File: src/hw/rtl/msbs_pkg.sv
package msbs_pkg;

    // Defaults for the top-level parameters
    localparam int NUM_ENTRIES_DEF     = 16;
    localparam int MAX_PATTERN_LEN_DEF = 32;
    localparam int MAX_SCAN_BYTES_DEF  = 2047;

    // Field widths fixed by the stream format
    localparam int FUNC_W = 2;
    localparam int IDX_W  = 4;
    localparam int POS_W  = 5;
    localparam int LEN_W  = 6;
    localparam int CODE_W = 4;
    localparam int ACT_W  = 5;
    localparam int CNT_W  = 32;

    localparam int S_TDATA_W = 32;
    localparam int M_TDATA_W = 72;

    // Result queue depth
    localparam int OUT_FIFO_DEPTH = 4;

    // Request kinds carried on s_tuser
    localparam logic [FUNC_W-1:0] FUNC_PATTERN = 2'd0;
    localparam logic [FUNC_W-1:0] FUNC_ENTRY   = 2'd1;
    localparam logic [FUNC_W-1:0] FUNC_CONTENT = 2'd2;

    // Table load broadcast to the entry cells
    typedef struct packed {
        logic              pat_we;
        logic              len_we;
        logic [IDX_W-1:0]  idx;
        logic [POS_W-1:0]  pos;
        logic [7:0]        data;
        logic [LEN_W-1:0]  len;
        logic [CODE_W-1:0] code;
    } load_req_t;

    // One scan report
    typedef struct packed {
        logic              found;
        logic [IDX_W-1:0]  entry;
        logic [CODE_W-1:0] threat;
        logic [CNT_W-1:0]  scans;
        logic [CNT_W-1:0]  threats;
    } result_t;

endpackage

File: src/hw/rtl/msbs_window_chain.sv
module msbs_window_chain #(
    parameter int MAX_PATTERN_LEN = msbs_pkg::MAX_PATTERN_LEN_DEF
) (
    input  logic                            aclk,
    input  logic                            shift_en,
    input  logic [7:0]                      in_byte,
    output logic [MAX_PATTERN_LEN-1:0][7:0] taps
);
    import msbs_pkg::*;

    logic [MAX_PATTERN_LEN-1:0][7:0] tap_reg;
    logic [MAX_PATTERN_LEN-1:0][7:0] tap_next;

    // Each byte cell takes its left neighbor's byte; tap 0 holds the newest byte
    genvar k;
    generate
        for (k = 0; k < MAX_PATTERN_LEN; k++) begin : g_cell
            if (k == 0) begin : g_head
                assign tap_next[k] = in_byte;
            end else begin : g_body
                assign tap_next[k] = tap_reg[k-1];
            end

            always_ff @(posedge aclk) begin
                if (shift_en) begin
                    tap_reg[k] <= tap_next[k];
                end
            end
        end
    endgenerate

    assign taps = tap_reg;

endmodule

File: config.mk
export PLATFORM = sky130hd
export DESIGN_NAME = msbs_window_chain
export DESIGN_NICKNAME = d
export VERILOG_FILES = /design/src/hw/rtl/msbs_pkg.sv /design/src/hw/rtl/msbs_window_chain.sv
export SDC_FILE = /design/constraint.sdc
export NUM_CORES = 1
export LEC_CHECK = 0
export BUFFER_PORTS_ARGS = -buffer_cell sky130_fd_sc_hd__buf_2
export CAP_MARGIN = 20
export CORE_MARGIN = 1
export CORE_UTILIZATION = 55
export CTS_BUF_LIST = sky130_fd_sc_hd__clkbuf_8
export DETAILED_ROUTE_END_ITERATION = 7
export GPL_ROUTABILITY_DRIVEN = 0
export HOLD_SLACK_MARGIN = 0.03
export PLACE_DENSITY = 0.95
export REMOVE_ABC_BUFFERS = 1
export SLEW_MARGIN = 30
export SYNTH_ARGS = -nofsm -noshare
export SYNTH_HDL_FRONTEND = slang
export SYNTH_SLANG_ARGS = --single-unit
File: constraint.sdc
create_clock -name aclk -period 1.1 [get_ports aclk]
set_input_delay 0.11 -clock aclk [delete_from_list [all_inputs] [get_ports aclk]]
set_output_delay 0.11 -clock aclk [all_outputs]
set_load 0.01 [all_outputs]
; Word-level counts from Yosys, hierarchy flattened
; Cells that the tools add are included.
[totals]
ff_bits = 256
latchBits = 0
ramBits = 0
rom_bits = 0
inputBits = 10
output_inout_bits = 256
wordCells = 32
mem_count = 0
[op_classes]
addsub = 0
multipliers = 0
n_div = 0
order_cmp = 0
eq_ne = 0
shift = 0
mux = 0
bitwise = 0
reduce_logical = 0

; Logic depth before layout (Yosys ltp)
; Gate-level depths: netlist of the first run.
[depth]
word_depth = 0
depth_mapped = 0
depth_no_buf = 0

; Worst setup path after synthesis of the first run
; Ideal clock, no wire load.
[synth_timing]
path_kind = register to register
start = reg tap_reg (netlist bit taps[92])
end = reg tap_reg (netlist bit taps[100]), data pin
setup_ns = 0.288
t_arrival_ns = 0.403
required_time_ns = 0.812
path_slack_ns = 0.408
stages_incl_launch_ff = 1
n_path_buf = 0
synth_period_minus_slack_ns = 0.692
path_cell_list = edfxtp_1
[synth_lines]
columns = item, line
row1 = from (decl), msbs_window_chain.sv:11  ; logic [MAX_PATTERN_LEN-1:0][7:0] tap_reg;
row2 = "from (signal, indexed assignment)", msbs_window_chain.sv:26  ; tap_reg[k] <= tap_next[k];
; No word-level cell between the ends.

; Worst setup path after layout of the first run
[layout_timing]
start = reg tap_reg (netlist bit taps[147])
end = out taps[147] (netlist name)
[layout_lines]
columns = item, line
row1 = to (decl), msbs_window_chain.sv:7  ; output logic [MAX_PATTERN_LEN-1:0][7:0] taps
; No word-level cell between the ends.

==> results of run 1 <==
[cells by family after synthesis]
kind of cell	after synthesis	share of synthesized area
flops	256	1.000
[power by group]
group	switching (mW)	internal (mW)	leakage, nW
clock network	3.76	3.45	0.374
logic	0.897	0.955	2.25
registers	0.375	11.4	2.51
[synthesized netlist by cell type]
cell type	instances
edfxtp_1	256
[layer usage]
layer	wire, um	GRT usage
met3	2762	0.08255
met2	11980	0.4476
met4	452	0.09799
met1	8225	0.3479
met5	0	0
[final cells by class]
type | instances | share of cell area
well taps | 176 | 0.01842
repair buffers | 498 | 0.2824
clock buffers | 41 | 0.04719
flip-flops and latches | 256 | 0.6429
clock inverters | 26 | 0.009103
[repair_timing]
| action | in CTS | in global routing |
|---|---|---|
| pin swaps | 0 | 0 |
| hold buffers | 9 | 0 |
| endpoints found under the hold margin | 27 | 0 |
| gates resized for setup | 5 | 40 |
| cloned | 0 | 0 |
| setup buffers | 116 | 89 |
| setup endpoints to repair | 256 | 256 |
[stage by stage]
step / total power [mW] / util / hold WS (ps) / cell area [um2]
finish: 20.83 / 0.8889 / 291.3 / 11960
global route: 21.42 / 0.8889 / 279.1 / 11960
CTS: 20.07 / 0.8238 / 270.6 / 11080
detailed placement: 12.97 / 0.7005 / 288.1 / 9424
global placement: 12.87 / 0.7005 / 287.8 / 9424
floorplan: 12.08 / - / 208.9 / 7687
[how the worst max path moves through the flow]
stage / start / endpoint / slack (ps) / depth (start not counted)
final: taps[147] / taps[147] / -180 / 1
after detailed placement: shift_en / taps[16] / 110 / 2
after global routing: taps[215] / taps[215] / -200 / 1
after CTS: taps[56] / taps[56] / -170 / 1
after global placement: shift_en / taps[153] / 140 / 2
after floorplan: taps[92] / taps[100] / 410 / 0
==> results.cfg, run 1 <==
[clock_tree]
numCtsBuffers = 40
clockBufferDepth = 3
cts.sinks = 256
cts_tree = yes
ctsRootBufferMaster = clkbuf_8
clk_latency_ps = 530
path_clk_slew_ps = 70
cts-htree-levels = 2

[outcome]
status = finished with violations
violations = setup timing

[timing]
min_period_ps = 1279
finalCritPeriodShare = 1.163
finalSetupViolCount = 281
finalMaxSlewViolations = 0
setup_tns_ps = -25780
rsz0062_at_grt = yes
hold_violations = 0
timing.final.ws_setup_ps = -179.1
fmax_mhz = 781.8
max_slew_margin = 0.7681
finalClockSkew_ps = 21.04
tightest_slew_ps = 347.9

[placed_design]
place_hpwl_mm = 11.06
pre_cts_ws_ps = 106.2
port_buffers = 265
dpl.cell_count = 716

[detailed_routing]
vias = 5163
routed_wl_mm = 23.42
vias_per_cell = 5.179
drc = 0
ant_nets = 0
wl_per_cell_um = 23.49
drtIter0Drc = 545
dr.pass1.iters = 5

[grt]
grt_overflow = 0
grt_pass1_wl_mm = 27.98
grt_start_max_net_pins = 39
grt_usage = 0.2723
antenna_found_initial = 0
first_global_vias = 4747

[worst_hold_path]
min_path_cells = 2
hold_class = in2reg
whs_endpoint = taps[2]
hold_start = in_byte[2]

[synthesis]
synth_cells = 256
syn_area_per_cell_um2 = 30.03
ys_types = 1
synth-seq-area-share = 1.000
yosys.area.top_type_share = 1.000
synth_top_cell_by_area = edfxtp_1
synthTopCellsByArea = edfxtp_1 100%
synth.ff_latch_count = 256
syn-cell-area_mm2 = 0.007687
yosys_warnings = 0

[setup_path]
cp_num_buf_inv = 1
cp_data_required_time_ps = 990
critical-path-slowest-cell = edfxtp_1
endpoint_kind = output port
startpoint_type = flop
path_cells = buf_2
slowest_delay_ps = 450
regToRegEndpoint = taps[226]
crit_path_max_fanout = 2
path_delay_family = flip-flops
arrival_ps = 1170
r2r_cells = 2
path_class = reg2out
r2r_slack_ps = 130
reg2reg_from = taps[218]

[final_layout]
final_net_count = 806
most-common-layout-cells = 256 x edfxtp_1, 227 x buf_2, 221 x buf_4
antenna_cells = 0
largest_reg_flops = 256
multi_input_area_um2 = 0
area_delta_synth_final_pct = 55.55
regArea_mm2 = 0.007687
drive_gt1_frac = 0.6516
fillCellCount = 469
multi_input_gates = 0
final_common_cell = edfxtp_1
stdcell_count = 997

[pwr]
irDropWorstVdd_uv = 1594
cellPowerDensity_mw_per_mm2 = 1742
p_leak_nw = 5.131

[die]
floorplan.core_area_mm2 = 0.01345
die_h_um = 120.2
start_util = 0.5714
die_w_um = 120.2
fp.dieArea_mm2 = 0.01445
io_pins = 266
rows = 42

[job]
maxCapViolations = 0
(Power assumes the default switching activity.)
==> run 2, diff against run 1 <==
- ABC_AREA: default -> 1
- SETUP_SLACK_MARGIN: default -> 0.2
==> run 2 against run 1 <==
The run ends with hold timing, setup timing left; wire length rose by 2.3%; first-iteration DRC count fell by 19%; clock power rose by 1%; core utilization rose by 0.76 points; clock-buffer cell count did not move; critical path type unchanged; critical endpoint is now taps[177]; highest routed layer unchanged.
==> results.cfg, run 2 (synthesis gave the netlist of run 1 again) <==
[outcome]
status = finished with violations
violations = hold timing, setup timing

[clock_tree]
cts-htree-levels = 2
path_clk_slew_ps = 70
hold_buffers = 8
clockBufferDepth = 3
ctsRootBufferMaster = clkbuf_8
cts_tree = yes
cts.sinks = 256
clk_latency_ps = 540
numCtsBuffers = 40

[timing]
fmax_mhz = 772.7
timing.final.ws_setup_ps = -194.1
max_slew_margin = 0.7566
setup_tns_ps = -28060
finalMaxSlewViolations = 0
whs_ps = -16.46
rsz0062_at_grt = yes
finalSetupViolCount = 256
finalCritPeriodShare = 1.176
hold_violations = 8
finalClockSkew_ps = 14.46
tightest_slew_ps = 365.1
min_period_ps = 1294

[die]
io_pins = 266
rows = 42
start_util = 0.5714
fp.dieArea_mm2 = 0.01445
die_h_um = 120.2
floorplan.core_area_mm2 = 0.01345
die_w_um = 120.2

[final_layout]
antenna_cells = 0
drive_gt1_frac = 0.6524
largest_reg_flops = 256
final_net_count = 805
area_delta_synth_final_pct = 56.88
multi_input_gates = 0
multi_input_area_um2 = 0
most-common-layout-cells = 256 x edfxtp_1, 224 x buf_2, 196 x buf_4
final_common_cell = edfxtp_1

[setup_path]
endpoint_kind = output port
crit_path_max_fanout = 2
cp_data_required_time_ps = 990
path_class = reg2out
path_delay_family = flip-flops
path_cells = buf_2
cp_num_buf_inv = 1
arrival_ps = 1180
startpoint_type = flop
slowest_delay_ps = 460
critical-path-slowest-cell = edfxtp_1

[detailed_routing]
dr.pass1.iters = 5
ant_nets = 0
drc = 0
vias_per_cell = 5.219
wl_per_cell_um = 24.07
vias = 5198
routed_wl_mm = 23.97
drtIter0Drc = 441

[grt]
grt_start_max_net_pins = 39
grt_overflow = 0
first_global_vias = 4685
antenna_found_initial = 0
grt_usage = 0.2654
grt_pass1_wl_mm = 27.32

[pwr]
irDropWorstVdd_uv = 1218
p_leak_nw = 5.164
cellPowerDensity_mw_per_mm2 = 1737

[placed_design]
port_buffers = 265
place_hpwl_mm = 11.06

[job]
maxCapViolations = 0

[worst_hold_path]
hold_class = in2reg
[run 2: cell count changes in the layout (fill, tap and decap cells not counted), sizes merged]
| cell | change |
|---|---|
| dlygate4sd3 | -1 |
[run 2: power by group]
| part | switching (mW) | total (mW) | internal, mW |
|---|---|---|---|
| Clock | 3.83 | 7.28 | 3.45 |
| Combinational | 0.907 | 1.90 | 0.988 |
| Sequential | 0.389 | 11.8 | 11.4 |
[run 2: what timing repair did]
| action | in CTS | in global routing |
|---|---|---|
| gates resized for setup | 5 | 68 |
| setup endpoints to repair | 256 | 256 |
| endpoints found under the hold margin | 27 | 19 |
| gates cloned | 0 | 0 |
| buffers inserted | 116 | 89 |
| pin swaps | 0 | 0 |
[run 2: area by class of cell]
type                  count  area (um2)
Sequential cell         256        7687
Tap cell                176       220.2
Clock inverter           26       108.9
Clock buffer             41       564.3
Timing Repair Buffer    497        3480
Fill cell               465        1393
[run 2: layer usage]
| metal | global-route usage | share of wire |
|---|---|---|
| met5 | 0 | 0 |
| met4 | 0.09799 | 0.019 |
| met3 | 0.09057 | 0.11 |
| met2 | 0.4314 | 0.51 |
| met1 | 0.3352 | 0.36 |
[run 2: worst paths after layout]
check             slack, ps  cells past startpoint       from         to
setup / recovery       -190                      1  taps[177]  taps[177]
hold / removal          -20                      1   shift_en   taps[18]
setup reg to reg         90                      3   taps[23]   taps[31]
hold reg to reg         440                      0   taps[46]   taps[54]
[run 2: metrics by stage]
step / worst slack (ps) / area [um2] / util / power (mW) / cells
3_3_place_gp: 137.3 / 9424 / 0.7005 / 12.87 / 716
3_5_place_dp: 106.2 / 9424 / 0.7005 / 12.97 / 716
2_1_floorplan: 408.3 / 7687 / - / 12.08 / 256
5_1_grt: -216.7 / 12060 / 0.8965 / 21.47 / 996
6_report: -194.1 / 12060 / 0.8965 / 20.95 / 996
4_1_cts: -166.0 / 11070 / 0.8231 / 20.07 / 907
==> run 3, diff against run 2 <==
- ABC_AREA: 1 -> default
- ABC_CLOCK_PERIOD_IN_PS: default -> 1100
- CORE_UTILIZATION: 55 -> 45
- PLACE_DENSITY: 0.95 -> 0.85
==> run 3 against run 2 <==
The flow still finishes with violations (hold timing, setup timing); critical path depth is the same; worst hold slack better by 4.9 ps; register-to-register slack better by 40 ps; global-route usage decreased by 5.7 points; via count is 3.3% lower; clock skew rose by 8.9 ps; clock-buffer cell count did not move; critical path type unchanged; largest cell class unchanged.
==> results.cfg, run 3 (synthesis gave the netlist of run 1 again) <==
[die]
fp.dieArea_mm2 = 0.01761
floorplan.core_area_mm2 = 0.01664
die_h_um = 132.7
die_w_um = 132.7
start_util = 0.4619
io_pins = 266
rows = 47

[clock_tree]
cts-htree-levels = 2
path_clk_slew_ps = 80
clockBufferDepth = 3
cts_tree = yes
cts.sinks = 256
hold_buffers = 8
clk_latency_ps = 510
numCtsBuffers = 39
ctsRootBufferMaster = clkbuf_8

[timing]
finalSetupViolCount = 256
timing.final.ws_setup_ps = -178.7
finalCritPeriodShare = 1.162
finalMaxSlewViolations = 0
rsz0062_at_grt = yes
hold_violations = 3
tightest_slew_ps = 334.1
min_period_ps = 1279
max_slew_margin = 0.7773
finalClockSkew_ps = 23.33
whs_ps = -11.53
fmax_mhz = 782.1

[worst_hold_path]
hold_class = in2reg

[detailed_routing]
ant_nets = 0
dr.pass1.iters = 4
wl_per_cell_um = 21.06
drtIter0Drc = 363
routed_wl_mm = 22.15
vias = 5028
vias_per_cell = 4.779
drc = 0

[setup_path]
slowest_delay_ps = 470
arrival_ps = 1170
endpoint_kind = output port
cp_data_required_time_ps = 990
critical-path-slowest-cell = edfxtp_1
crit_path_max_fanout = 2
path_class = reg2out
startpoint_type = flop
path_delay_family = flip-flops
path_cells = buf_2
cp_num_buf_inv = 1

[final_layout]
final_area_mm2 = 0.01217
area_delta_synth_final_pct = 58.25
largest_reg_flops = 256
multi_input_gates = 0
antenna_cells = 0
most-common-layout-cells = 256 x edfxtp_1, 229 x buf_2, 202 x buf_4
fillCellCount = 900
final_net_count = 813
multi_input_area_um2 = 0
drive_gt1_frac = 0.6563
final_common_cell = edfxtp_1

[grt]
grt_pass1_wl_mm = 27.21
grt_usage = 0.2081
first_global_vias = 4695
grt_start_max_net_pins = 38
grt_overflow = 0
antenna_found_initial = 0

[job]
maxCapViolations = 0

[outcome]
violations = hold timing, setup timing
status = finished with violations

[placed_design]
pre_cts_ws_ps = 101.7
port_buffers = 265
place_area_mm2 = 0.009489
place_hpwl_mm = 10.52

[pwr]
irDropWorstVdd_uv = 1255
p_leak_nw = 5.210
cellPowerDensity_mw_per_mm2 = 1705
==> run 3: worst paths after layout <==
path,from,endpoint,slack [ps],cells past startpoint
hold / removal,shift_en,taps[66],-10,1
setup / recovery,taps[235],taps[235],-180,1
hold reg to reg,taps[126],taps[134],440,0
setup reg to reg,taps[139],taps[147],130,2
==> run 3: cell type report <==
cell class	count	area, um2	area share
Sequential cell	256	7687	0.6319
Timing Repair Buffer	506	3518	0.2892
Clock buffer	41	564.3	0.04638
Tap cell	220	275.3	0.02263
Clock inverter	29	120.1	0.009873
==> run 3: through the flow <==
stage / cells / total power [mW] / hold slack (ps) / util / setup TNS (ps)
after CTS: 969 / 20.21 / -37.91 / 0.6776 / -24430
after global routing: 1052 / 21.41 / -34.87 / 0.7310 / -34250
after global placement: 763 / 12.88 / 288.2 / 0.5702 / 0
after floorplan: 256 / 12.08 / 208.9 / - / 0
final: 1052 / 20.74 / -11.53 / 0.7310 / -19990
after detailed placement: 763 / 12.96 / 288.1 / 0.5702 / 0
==> run 3: report_power, final <==
part | leakage (nW) | switching, mW | internal, mW
clock | 0.387 | 3.64 | 3.46
combinational | 2.32 | 0.887 | 1.00
sequential | 2.51 | 0.357 | 11.4
total | 5.21 | 4.88 | 15.9
==> run 3: timing repair <==
item / CTS / global route
endpoints found under the setup margin: 256 / 256
buffers inserted: 128 / 83
gates resized for setup: 10 / 60
hold endpoints to repair: 23 / 15
==> run 3: layer usage <==
layer | vias to the layer above | routed length (um) | GRT usage
met5 | - | 0 | 0
met4 | 0 | 421 | 0.06386
met3 | 27 | 2293 | 0.07356
met2 | 332 | 10940 | 0.3357
met1 | 2519 | 8493 | 0.2666
li1 | 2150 | - | -
==> run 3: worst register-to-register path, stage by stage, from the launching register on <==
cell,delay [ps]
edfxtp_1,450
buf_4,170
buf_6,100
