===== src/hw/rtl/msbs_pkg.sv =====
package msbs_pkg;

    // Defaults for the top-level parameters
    localparam int NUM_ENTRIES_DEF     = 16;
    localparam int MAX_PATTERN_LEN_DEF = 32;
    localparam int MAX_SCAN_BYTES_DEF  = 2047;

    // Field widths fixed by the stream format
    localparam int FUNC_W = 2;
    localparam int IDX_W  = 4;
    localparam int POS_W  = 5;
    localparam int LEN_W  = 6;
    localparam int CODE_W = 4;
    localparam int ACT_W  = 5;
    localparam int CNT_W  = 32;

    localparam int S_TDATA_W = 32;
    localparam int M_TDATA_W = 72;

    // Result queue depth
    localparam int OUT_FIFO_DEPTH = 4;

    // Request kinds carried on s_tuser
    localparam logic [FUNC_W-1:0] FUNC_PATTERN = 2'd0;
    localparam logic [FUNC_W-1:0] FUNC_ENTRY   = 2'd1;
    localparam logic [FUNC_W-1:0] FUNC_CONTENT = 2'd2;

    // Table load broadcast to the entry cells
    typedef struct packed {
        logic              pat_we;
        logic              len_we;
        logic [IDX_W-1:0]  idx;
        logic [POS_W-1:0]  pos;
        logic [7:0]        data;
        logic [LEN_W-1:0]  len;
        logic [CODE_W-1:0] code;
    } load_req_t;

    // One scan report
    typedef struct packed {
        logic              found;
        logic [IDX_W-1:0]  entry;
        logic [CODE_W-1:0] threat;
        logic [CNT_W-1:0]  scans;
        logic [CNT_W-1:0]  threats;
    } result_t;

endpackage


===== src/hw/rtl/msbs_entry_cell.sv =====
module msbs_entry_cell #(
    parameter int CELL_ID         = 0,
    parameter int MAX_PATTERN_LEN = msbs_pkg::MAX_PATTERN_LEN_DEF,
    parameter int SEEN_W          = 11
) (
    input  logic                             aclk,
    input  logic                             aresetn,
    input  msbs_pkg::load_req_t              load_req,
    input  logic [msbs_pkg::ACT_W-1:0]       active_signatures,
    input  logic [MAX_PATTERN_LEN-1:0][7:0]  window,
    input  logic [SEEN_W-1:0]                bytes_seen,
    input  logic                             cmp_vld,
    input  logic                             scan_end,
    output logic                             hit_now,
    output logic [msbs_pkg::CODE_W-1:0]      threat
);
    import msbs_pkg::*;

    localparam int PW = (MAX_PATTERN_LEN > 1) ? $clog2(MAX_PATTERN_LEN) : 1;

    logic [MAX_PATTERN_LEN-1:0][7:0] pattern_reg;
    logic [LEN_W-1:0]                len_reg;
    logic [LEN_W-1:0]                len_next;
    logic [CODE_W-1:0]               threat_reg;
    logic [CODE_W-1:0]               threat_next;
    logic                            hit_reg;
    logic                            hit_next;
    logic                            sel;
    logic                            active;
    logic                            match;

    assign sel    = (int'(load_req.idx) == CELL_ID);
    assign active = (CELL_ID < int'(active_signatures));

    // Pattern bytes: undefined until written
    always_ff @(posedge aclk) begin
        for (int p = 0; p < MAX_PATTERN_LEN; p++) begin
            if (load_req.pat_we && sel && (int'(load_req.pos) == p)) begin
                pattern_reg[p] <= load_req.data;
            end
        end
    end

    // Compare pattern byte p against the byte len-1-p places back
    always_comb begin
        int j;
        j     = 0;
        match = (len_reg != '0) && (int'(len_reg) <= MAX_PATTERN_LEN) &&
                (int'(bytes_seen) >= int'(len_reg));
        for (int p = 0; p < MAX_PATTERN_LEN; p++) begin
            j = int'(len_reg) - 1 - p;
            if (p < int'(len_reg)) begin
                if (pattern_reg[p] != window[j[PW-1:0]]) begin
                    match = 1'b0;
                end
            end
        end
    end

    assign hit_now = hit_reg | (cmp_vld & active & match);

    always_comb begin
        len_next    = len_reg;
        threat_next = threat_reg;
        if (load_req.len_we && sel) begin
            len_next    = load_req.len;
            threat_next = load_req.code;
        end
        hit_next = scan_end ? 1'b0 : hit_now;
    end

    always_ff @(posedge aclk) begin
        if (!aresetn) begin
            len_reg    <= '0;
            threat_reg <= '0;
            hit_reg    <= 1'b0;
        end else begin
            len_reg    <= len_next;
            threat_reg <= threat_next;
            hit_reg    <= hit_next;
        end
    end

    assign threat = threat_reg;

endmodule


===== config.mk =====
export PLATFORM = sky130hd
export DESIGN_NAME = msbs_entry_cell
export DESIGN_NICKNAME = d
export VERILOG_FILES = /design/src/hw/rtl/msbs_pkg.sv /design/src/hw/rtl/msbs_entry_cell.sv
export SDC_FILE = /design/constraint.sdc
export NUM_CORES = 1
export LEC_CHECK = 0
export BUFFER_PORTS_ARGS = -buffer_cell sky130_fd_sc_hd__clkbuf_2
export CAP_MARGIN = 20
export CORE_UTILIZATION = 40
export DETAILED_ROUTE_END_ITERATION = 8
export PLACE_DENSITY = 0.55
export SYNTH_ARGS = -nofsm -noshare
export SYNTH_HDL_FRONTEND = slang
export SYNTH_SLANG_ARGS = --single-unit

===== constraint.sdc =====
create_clock -name aclk -period 13.2 [get_ports aclk]
set_input_delay 0.66 -clock aclk [delete_from_list [all_inputs] [get_ports aclk]]
set_output_delay 0.66 -clock aclk [all_outputs]
set_load 0.02 [all_outputs]

## After elaboration in Yosys (flattened, before gate mapping)

Index checks and enable logic that the tools add are counted.

- Register bits: 267
- Logic and storage cells: 369
- Output and inout bits: 5
- Input port bits: 305

- Bitwise logic cells: 4
- Multiplexer cells: 128
- Equality and inequality tests: 63
- Magnitude comparators: 67
- $add $sub $neg: 32
- Reductions and logical operators: 40

Operators with widths:

| operator | number |
|---|---|
| $bmux 8 s5 | 32 |
| $mux 8 | 32 |
| $ne 8x8->1 | 32 |
| $lt 5x6->1 const B | 32 |
| $lt 5x6->1 const A | 16 |
| $eq 5x5->1 const B | 16 |
| $sub 5x5->5 const B | 16 |
| $mux 1 | 64 |
| $lt 4x6->1 const A | 8 |
| $eq 5x4->1 const B | 8 |
| $sub 5x4->5 const B | 8 |
| $logic_and 1x1->1 | 36 |
| $lt 3x6->1 const A | 4 |
| $eq 5x3->1 const B | 4 |
| $sub 5x3->5 const B | 4 |
| $lt 1x6->1 const A | 2 |
| $lt 2x6->1 const A | 2 |
| $ge 11x6->1 | 1 |
| $eq 5x2->1 const B | 2 |
| $sub 5x1->5 const B | 2 |
| $sub 5x2->5 const B | 2 |
| $le 6x6->1 const B | 1 |
| $reduce_bool 6->1 | 1 |
| $eq 5x1->1 const B | 1 |
| other kinds (7) | 8 |

## Depth between registers and ports, before layout

Gate-level depths: netlist of the first run.

- Word-level depth: 70
- Depth in mapped cells: 30
- Mapped depth without buffers: 17

## Least setup slack after synthesis of the first run

No wires, ideal clock.

- Path kind: register to output
- From: register len_reg[0]
- To: output port hit_now
- Arrival time: 7081 ps
- Cell stages (with the launch flop): 30
- Path buffers: 12
- Data required time: 12540 ps
- Path slack: 5459 ps
- Path through: dfxtp_1 -> buf_2 -> inv_1 -> buf_4 -> buf_4 -> buf_4 -> buf_2 -> ha_1 -> buf_2 -> xnor2_4 -> inv_1 -> buf_2 -> buf_2 -> buf_2 -> clkbuf_1 -> clkbuf_1 -> ha_1 -> o21a_1 -> o21ai_2 -> xnor2_2 -> buf_6 -> mux4_2 -> mux2i_1 -> xor2_1 -> nor4_1 -> a31oi_1 -> or3_1 -> a2111oi_2 -> nand4b_1 -> o41ai_1

- Cells in the longest elaborated chain, start to end: 70
- Elaborated cells between the ends (all ways): 231
- Those cells by class: 32 x add/sub; 34 x order compare; 32 x eq/ne; 128 x mux; 2 x bitwise; 3 x reduce/logical

Ends and longest elaborated chain:

| what | line | RTL |
|---|---|---|
| start: declaration | msbs_entry_cell.sv:22 | `logic [LEN_W-1:0] len_reg;` |
| start signal: assignment | msbs_entry_cell.sv:78 | `len_reg <= len_next;` |
| parallel branches: the longest is 67 deep, another holds $sub 5x1->5 | n/a |  |
| $mux 1 (*) | msbs_entry_cell.sv:52 | `if (p < int'(len_reg)) begin` |
| $and 1x1->1 (*) | msbs_entry_cell.sv:60 | `assign hit_now = hit_reg \| (cmp_vld & active & match);` |
| $or 1x1->1 (*) | msbs_entry_cell.sv:60 |  |
| end: declaration | msbs_entry_cell.sv:14 | `output logic hit_now,` |

Mark *: on every way between the ends. The select of a mux whose other input is x is not followed.

## Final worst setup path of the first run

Same ends and word-level chain as after synthesis.

==> results.md, run 1 <==
Synth:
- The number of different library cells used by synthesis comes to 87.
- In this run the mean area of a mapped cell was around 10 um^2.
- The prevailing post-synth register cell is sky130_fd_sc_hd__edfxtp_1.
- The summed instance area of the synthesized netlist is about 0.030 mm^2.
- The number of register bits inferred by synthesis is between 200 and 300.
- The cell count after synthesis is 2862.
- Sorting the synthesized cells by how often they occur yields 367 x sky130_fd_sc_hd__mux2i_1, 299 x sky130_fd_sc_hd__nand2_1, 256 x sky130_fd_sc_hd__edfxtp_1.
- The top cell type's share of synthesized area is about a quarter.
- The synthesis warning total is 0.
- Of all flip-flops after synthesis, the portion carrying an async set or reset was 0%.
- The synthesized net count is around 3200.
- Counting flops with a built-in enable in the synthesized netlist gives roughly 260.
- The most area-hungry cell type in the Yosys netlist is sky130_fd_sc_hd__edfxtp_1.
- Sequential cells were found to cover about a quarter of the synthesized design area.
- After synthesis, the cell types taking the most area are sky130_fd_sc_hd__edfxtp_1 26%, sky130_fd_sc_hd__mux4_2 17%, sky130_fd_sc_hd__mux2i_1 12%, sky130_fd_sc_hd__xnor2_1 7.3%, sky130_fd_sc_hd__xor2_1 6.6%.
- The dominant cell by count in the synthesized netlist is sky130_fd_sc_hd__mux2i_1.

Clock network:
- The clock network latency to the later pin of the worst-skew pair is 0.58 ns.
- The clock-pin slew reported for the worst setup and hold paths after clock tree synthesis is 0.06 ns.
- The clock drives about 270 sinks.
- No sink is reached through more buffers than the 3 on the longest clock path.
- After clock tree synthesis, the setup repair step added 0 buffers.
- The hold buffer count at CTS is 0.
- The H-tree was split into 2 levels.
- The number of gates resized after CTS was 0.
- The number of clock buffers added by TritonCTS is 37.
- The clock tree from TritonCTS is yes.
- CTS placed an instance of sky130_fd_sc_hd__clkbuf_16 at the clock tree root.

Detailed routing:
- The remaining design rule violation count is 0.
- Once detail routing completed, the nets flagged for antenna violations numbered 0.
- After detailed routing, the average wire length per cell comes to around 37 um.
- The via-per-instance ratio is roughly 6.7.
- The final layout contains routed wiring with a total length of roughly 150000 um.
- The routed via count is roughly 27000.
- The number of detailed-routing iterations run before antenna repair is 8.
- The first-iteration detailed-routing DRC count is around 3700.

STA:
- The number of hold violations in the final report is 0.
- Setup violations remaining at the end of the flow were counted as 0.
- The number of max-slew violations in the final report is 0.
- The post-layout minimum cycle time is ~9 ns.
- The relative slew slack is 12.41%.
- For the final database, setup skew stands at ~0.025 ns.
- The fmax is 0.1109 GHz.
- The transition time at the pin with the least slew margin is between 1 and 1.5 ns.
- The total negative setup slack is 0 ns.
- Setup repair after global routing left no endpoint under its margin.
- The period utilization is between 60% and 70%.

Global route:
- The overflow left after global routing is 0.
- The maximum number of pins on one net before global-route repair is 152.
- Across every metal layer, demand over resource in global routing totals between 30% and 40%.
- The via count of the first global-routing pass is between 20000 and 30000.
- The initial antenna violation count came to 6.
- The first global-routing pass estimated between 200000 and 250000 um of wire.

Placed design:
- The cell area reported after detailed placement is about 0.033 mm^2.
- Detailed placement ended at an HPWL of between 100000 and 150000 um.
- In this run the tool buffered the top-level ports with 309 buffer cells.
- At the end of routability-driven placement, the weighted congestion stood at around 1.1.

Final layout:
- The count of nets after finishing is roughly 3400.
- The number of flip-flops in the largest register is ~260.
- Once layout is done, the placed cells without fillers occupy ~0.034 mm^2.
- The final-layout fill cell count is 7111.
- In the final layout, the share of cells above drive strength 1 is approximately 28%.
- The layout overhead on the synthesized area is 12.42%.

Floorplanning:
- Row generation in the floorplan step produced 100 rows.
- The die is 276.0 um tall.
- Once the floorplan was initialized, standard cells occupied 40.41% of the core.
- Pin placement for this block handled 310 I/O pins.
- The die covers 0.07618 mm^2.
- The die is ~280 um wide.
- In this run the standard cell core region covers between 0.07 and 0.08 mm^2.

Worst setup path:
- Of all nets on the critical path, the largest fanout is about 150.
- The data arrival time of the critical path is 8.36 ns.
- The worst setup path is captured at a primary output.
- The worst setup path is of the reg2out kind.
- The type of origin of the critical path is a flip-flop.
- Data on the critical path is required at its endpoint by ~13 ns.

Run status:
- The flow ran to the end, and the final reports show no timing, DRC or antenna violations.

Min path:
- The class of the tightest hold or removal check is in2reg.

Power and ir drop:
- Summing internal, switching and leakage power gives a little over 3 mW.
- The maximum resistive drop on vdd is between 0.00009 and 0.0001 V.
- The total power per unit cell area is roughly 90 mW/mm^2.
- In this run the static leakage power is 12.41 nW.

Job:
- The number of maximum-capacitance constraint violations is 0.
## metrics by stage
| stage | setup WS [ns] | hold WS, ns | utilization [%] | std cells |
|---|---|---|---|---|
| floorplan | 5.459 | 0.4752 | - | 2862 |
| global placement | 5.062 | 0.4539 | 43.69 | 4019 |
| detailed placement | 4.958 | 0.4634 | 43.78 | 4028 |
| CTS | 4.315 | 0.3125 | 45.41 | 4095 |
| global route | 4.025 | 0.3353 | 45.43 | 4098 |
| finish | 4.184 | 0.3344 | 45.43 | 4099 |
## worst max-delay path, cell delays in order (launching register included)
cell	delay, ns
sky130_fd_sc_hd__dfxtp_4	0.57
sky130_fd_sc_hd__inv_6	0.18
sky130_fd_sc_hd__ha_4	0.52
sky130_fd_sc_hd__buf_12	0.62
sky130_fd_sc_hd__buf_4	0.95
sky130_fd_sc_hd__mux2i_1	0.34
sky130_fd_sc_hd__mux2i_1	0.27
sky130_fd_sc_hd__mux2i_1	0.60
sky130_fd_sc_hd__nand2_1	0.12
sky130_fd_sc_hd__nand2_1	0.13
sky130_fd_sc_hd__a311oi_1	0.09
sky130_fd_sc_hd__a2111oi_0	0.72
sky130_fd_sc_hd__a31oi_1	0.39
sky130_fd_sc_hd__or4_1	0.74
sky130_fd_sc_hd__nand4b_1	0.38
sky130_fd_sc_hd__o41ai_1	0.59
sky130_fd_sc_hd__buf_4	0.20
sky130_fd_sc_hd__clkbuf_2	0.16
## layer usage
layer  track usage (%)  share of wire [%]
met2             56.53                 42
met5                 0              0.012
met3             11.90                 12
met4             23.41                7.1
met1             51.36                 40
## worst paths after layout
kind | cells past startpoint | from | slack [ns] | to
max | 17 | len_reg[0] | 4.18 | hit_now
min | 3 | load_req[0] | 0.33 | threat[0]
min reg2reg | 2 | threat[0] | 0.47 | threat[0]
max reg2reg | 15 | len_reg[0] | 5.99 | hit_reg
## where the power goes
| part | switching [mW] | internal, mW |
|---|---|---|
| Combinational | 0.681 | 0.385 |
| Sequential | 0.00192 | 0.929 |
| Clock | 0.441 | 0.599 |
| Total | 1.12 | 1.91 |
## cell type report
cell class / instances / area (um^2) / share of cell area, %
antenna: 1 / 2.502 / 0.007412
clock buffer: 39 / 933.4 / 2.765
clock inverter: 28 / 276.5 / 0.8190
inverter: 23 / 91.34 / 0.2705
multi-input combinational: 2378 / 21130 / 62.58
sequential: 267 / 7915 / 23.44
tap: 969 / 1212 / 3.591
timing repair buffer: 394 / 2203 / 6.526
## logic make-up (layout without fill, tap and decap cells)
group,count (synthesis),in the layout,share of synthesized area [%]
AO/OA/AOI/OAI,407,407,8.986
XOR/XNOR,483,483,14.25
adder cells (fa/ha/maj),14,14,0.5832
buffers and inverters,217,484,3.816
flip-flops,267,267,26.33
multiplexers,722,722,34.17
other,0,1,0
AND/OR/NAND/NOR,752,752,11.87
## placed cells by master, fill, tap and decap left out, drive strengths merged, types with 75 or more instances in the layout
cell type,synthesis,final
o21ai,110,110
xnor2,256,256
nor2,163,163
nand2,301,301
a21oi,75,75
xor2,227,227
mux4,230,230
mux2i,367,367
mux2,125,125
clkbuf,49,348
edfxtp,256,256
buf,145,85
(Power assumes the default switching activity.)
==> inputs of run 2 (changes only) <==
==> constraint.sdc (replaced) <==
create_clock -name aclk -period 8.8 [get_ports aclk]
set_input_delay 0.44 -clock aclk [delete_from_list [all_inputs] [get_ports aclk]]
set_output_delay 0.44 -clock aclk [all_outputs]
set_load 0.02 [all_outputs]
==> run 2 against run 1 <==
Sequential cell count stayed put. Register-to-register slack got worse by 4.0 ns. Utilization is 0.37 points higher. Combinational power grew 49%. Setup slack worse by 3.9 ns. First-iteration DRC count rose by 18%. Clock power up 55%. Count of clock-buffer cells in the layout fell by 3. Via count is 1.6% higher. Global-route usage is 0.60 points higher.
==> results.md, run 2 (synthesized netlist as in run 1, its figures left out) <==
Run status:
- Run status: finished, final reports clean (unchanged).

Final layout:
- The share of final-layout standard cells stronger than drive strength 1 was 28.17% (was 27.55%).
- The area of all sequential standard cells was 0.007915 mm^2 (unchanged).
- The area used by multi-input combinational logic is 0.02112 mm^2 (was 0.02113 mm^2).
- The most common cell after layout, fill and taps aside is sky130_fd_sc_hd__mux2i_1 (unchanged).
- Top library cells by usage in the layout, fill and taps aside: 367 x sky130_fd_sc_hd__mux2i_1, 309 x sky130_fd_sc_hd__clkbuf_2, 299 x sky130_fd_sc_hd__nand2_1, 256 x sky130_fd_sc_hd__edfxtp_1, 242 x sky130_fd_sc_hd__xnor2_1 (unchanged).
- The post-route core utilization is 45.80% (was 45.43%).
- The layout overhead on the synthesized area was 13.34% (was 12.42%).
- The cell area after layout is 0.03404 mm^2 (was 0.03376 mm^2).
- The number of flip-flops in the largest register is 256 (unchanged).
- The count of nets after finishing is 3444 (was 3420).
- The final-layout fill cell count was 7016 (was 7111).

Global route:
- The initial antenna violation count is 15 (was 6).
- The maximum number of pins on one net before global-route repair is 145 (was 152).
- The overflow left after global routing is 0 (unchanged).
- The wire length of the first global-routing pass came to 211400 um (was 208100 um).
- The via count of the first global-routing pass is 26030 (was 26080).
- The combined global-route utilization of all metal layers is 39.72% (was 39.11%).

Power and ir drop:
- The total power per unit cell area is 134.9 mW/mm^2 (was 89.92 mW/mm^2).
- The maximum resistive drop on vdd is 0.0002217 V (was 0.00009025 V).
- The total leakage power came to 12.56 nW (was 12.41 nW).

Clock network:
- The number of cells upsized or downsized after cts is 0 (unchanged).
- The clock network latency to the later pin of the worst-skew pair was 0.60 ns (was 0.58 ns).
- The number of post-CTS setup repair buffers is 0 (unchanged).
- The maximum level of the CTS H-tree was 2 (unchanged).
- The number of buffers created by CTS is 36 (was 37).
- The number of sinks handled by clock tree synthesis was 267 (unchanged).
- The hold buffer count at CTS is 0 (unchanged).
- The clock tree from TritonCTS is yes (unchanged).
- The cell chosen for the clock root is sky130_fd_sc_hd__clkbuf_16 (unchanged).
- The number of buffers between clock root and the deepest sink came to 3 (unchanged).
- The clock-pin slew reported for the worst setup and hold paths after clock tree synthesis is 0.06 ns (about the same).

Placed design:
- The placed wire-length estimate after detailed placement came to 122900 um (was 121400 um).
- The setup slack at placement is 1.089 ns (was 4.958 ns).
- The final weighted congestion of routability-driven global placement is 1.082 (was 1.070).
- The number of port buffers is 309 (unchanged).
- The cell area reported after detailed placement is 0.03271 mm^2 (was 0.03254 mm^2).

Detailed routing:
- The routed via count is 27940 (was 27490).
- The via-per-instance ratio is 6.776 (was 6.707).
- The number of detailed-routing iterations run before antenna repair came to 8 (unchanged).
- The first-iteration detailed-routing DRC count is 4391 (was 3708).
- The wire length per cell after detailed routing is 37.58 um (was 37.29 um).
- The number of nets with antenna violations after detailed routing is 0 (unchanged).
- The remaining design rule violation count is 0 (unchanged).
- The wire length after detailed routing is 155000 um (was 152900 um).

Worst setup path:
- The launch point of the worst path was len_reg[0] (unchanged).
- The dominant delay contributor by cell family on the critical path is multiplexers (was buffers and inverters).
- The setup slack of the worst register-to-register path is 2.04 ns (was 5.99 ns).
- The data arrival time of the critical path came to 8.10 ns (was 8.36 ns).
- The highest net fanout along the worst path came to 43 (was 151).
- The sort of element at the end of the critical path is a primary output (unchanged).
- The capturing point of the worst reg2reg path is hit_reg (unchanged).
- The most frequent cell on the critical path is sky130_fd_sc_hd__mux2i_1 (unchanged).
- The classification of the worst setup path was reg2out (unchanged).
- The type of origin of the critical path is a flip-flop (unchanged).
- The number of cells on the worst reg-to-reg path is 14 (was 15).
- The critical path's largest stage delay came to 1.00 ns (was 0.95 ns).
- The standard cell with the maximum stage delay on the critical path is sky130_fd_sc_hd__mux2i_1 (was sky130_fd_sc_hd__buf_4).
- The number of buffers and inverters on the critical path was 3 (was 5).
- Cell breakdown of the critical path: inv_6, ha_4, buf_4, mux2i_1, mux2i_1, mux4_2, o21ai_1, nand2_1, o32ai_1, a21oi_1, or3_1, a2111oi_2, nand4b_1, o41ai_1, clkbuf_2 (was inv_6, ha_4, buf_12, buf_4, mux2i_1, mux2i_1, mux2i_1, nand2_1, nand2_1, a311oi_1, a2111oi_0, a31oi_1, or4_1, nand4b_1, o41ai_1, buf_4, clkbuf_2).
- The critical path required time is 8.36 ns (was 12.54 ns).
- The origin of the critical flop-to-flop path was len_reg[0] (unchanged).

Min path:
- The class of the tightest hold or removal check is in2reg (unchanged).
- The sink of the worst hold path is threat[0] (unchanged).
- The hold path depth is 3 (unchanged).
- The worst min-delay path startpoint is load_req[0] (unchanged).

STA:
- The transition time at the pin with the least slew margin came to 1.251 ns (was 1.281 ns).
- The worst path needs 8.536 ns of the cycle, external delays included.
- The number of max-slew violations in the final report is 0 (unchanged).
- The number of hold violations in the final report is 0 (unchanged).
- The least setup slack across all paths after layout was 0.2635 ns (was 4.184 ns).
- The total negative setup slack is 0 ns (unchanged).
- The period utilization is 97.01%.
- The post-route worst hold slack was 0.08926 ns (was 0.3344 ns).
- Setup repair after global routing missed its margin: false (unchanged).
- The relative slew slack came to 14.22% (was 12.41%).
- The final number of setup-violating endpoints is 0 (unchanged).
- The clock skew after layout was 0.03362 ns (was 0.02483 ns).
- Timing would allow up to roughly 0.12 GHz.

Floorplanning:
- The floorplan row count is 100 (unchanged).
- The core outline area is 0.07432 mm^2 (unchanged).
- The die width is 276.0 um (unchanged).
- The top-level I/O count was 310 (unchanged).
- The die area is 0.07618 mm^2 (unchanged).
- The initial standard-cell utilization of the core is 40.41% (unchanged).
- The height of the chip is 276.0 um (unchanged).

Job:
- The number of maximum-capacitance constraint violations is 0 (unchanged).
==> run 2: cell types whose count changed in the layout (fill, tap and decap cells not counted), sizes merged <==
cell	before	now
inv	27	26
clkinvlp	1	2
diode	1	2
clkbuf	348	346
bufinv	4	6
buf	85	109
clkinv	19	18
==> run 2: cell type report <==
| type | count | area share (%) |
|---|---|---|
| Multi-Input combinational cell | 2378 | 62.06 |
| Sequential cell | 267 | 23.25 |
| Timing Repair Buffer | 419 | 7.171 |
| Tap cell | 969 | 3.562 |
| Clock buffer | 36 | 2.647 |
| Clock inverter | 29 | 1.026 |
| Inverter | 23 | 0.2683 |
| Antenna cell | 2 | 0.01470 |
==> run 2: stage by stage <==
stage / total power, mW / cells
after global routing: 4.679 / 4121
after detailed placement: 2.948 / 4049
final: 4.590 / 4123
after CTS: 4.535 / 4114
after floorplan: 2.329 / 2862
after global placement: 2.942 / 4048
==> run 2: worst max-delay path by stage <==
| stage | to | cells past startpoint |
|---|---|---|
| 6_report | hit_now | 15 |
| 5_1_grt | hit_now | 15 |
| 4_1_cts | hit_now | 15 |
| 3_5_place_dp | hit_now | 15 |
| 3_3_place_gp | hit_now | 15 |
| 2_1_floorplan | hit_now | 29 |
==> run 2: worst min-delay path, stage by stage <==
cell and delay (ns):
sky130_fd_sc_hd__clkbuf_2 0.08, sky130_fd_sc_hd__nand3_1 0.05, sky130_fd_sc_hd__a21boi_0 0.07
==> run 2: power by group <==
part	switching, mW	internal [mW]
clock	0.668	0.938
combinational	1.00	0.587
sequential	0.00267	1.39
==> run 2: layer usage <==
layer / track usage, % / share of wire, %
met5: 0 / 0
met3: 9.109 / 12
met2: 58.18 / 42
met4: 21.85 / 6.5
met1: 54.14 / 40
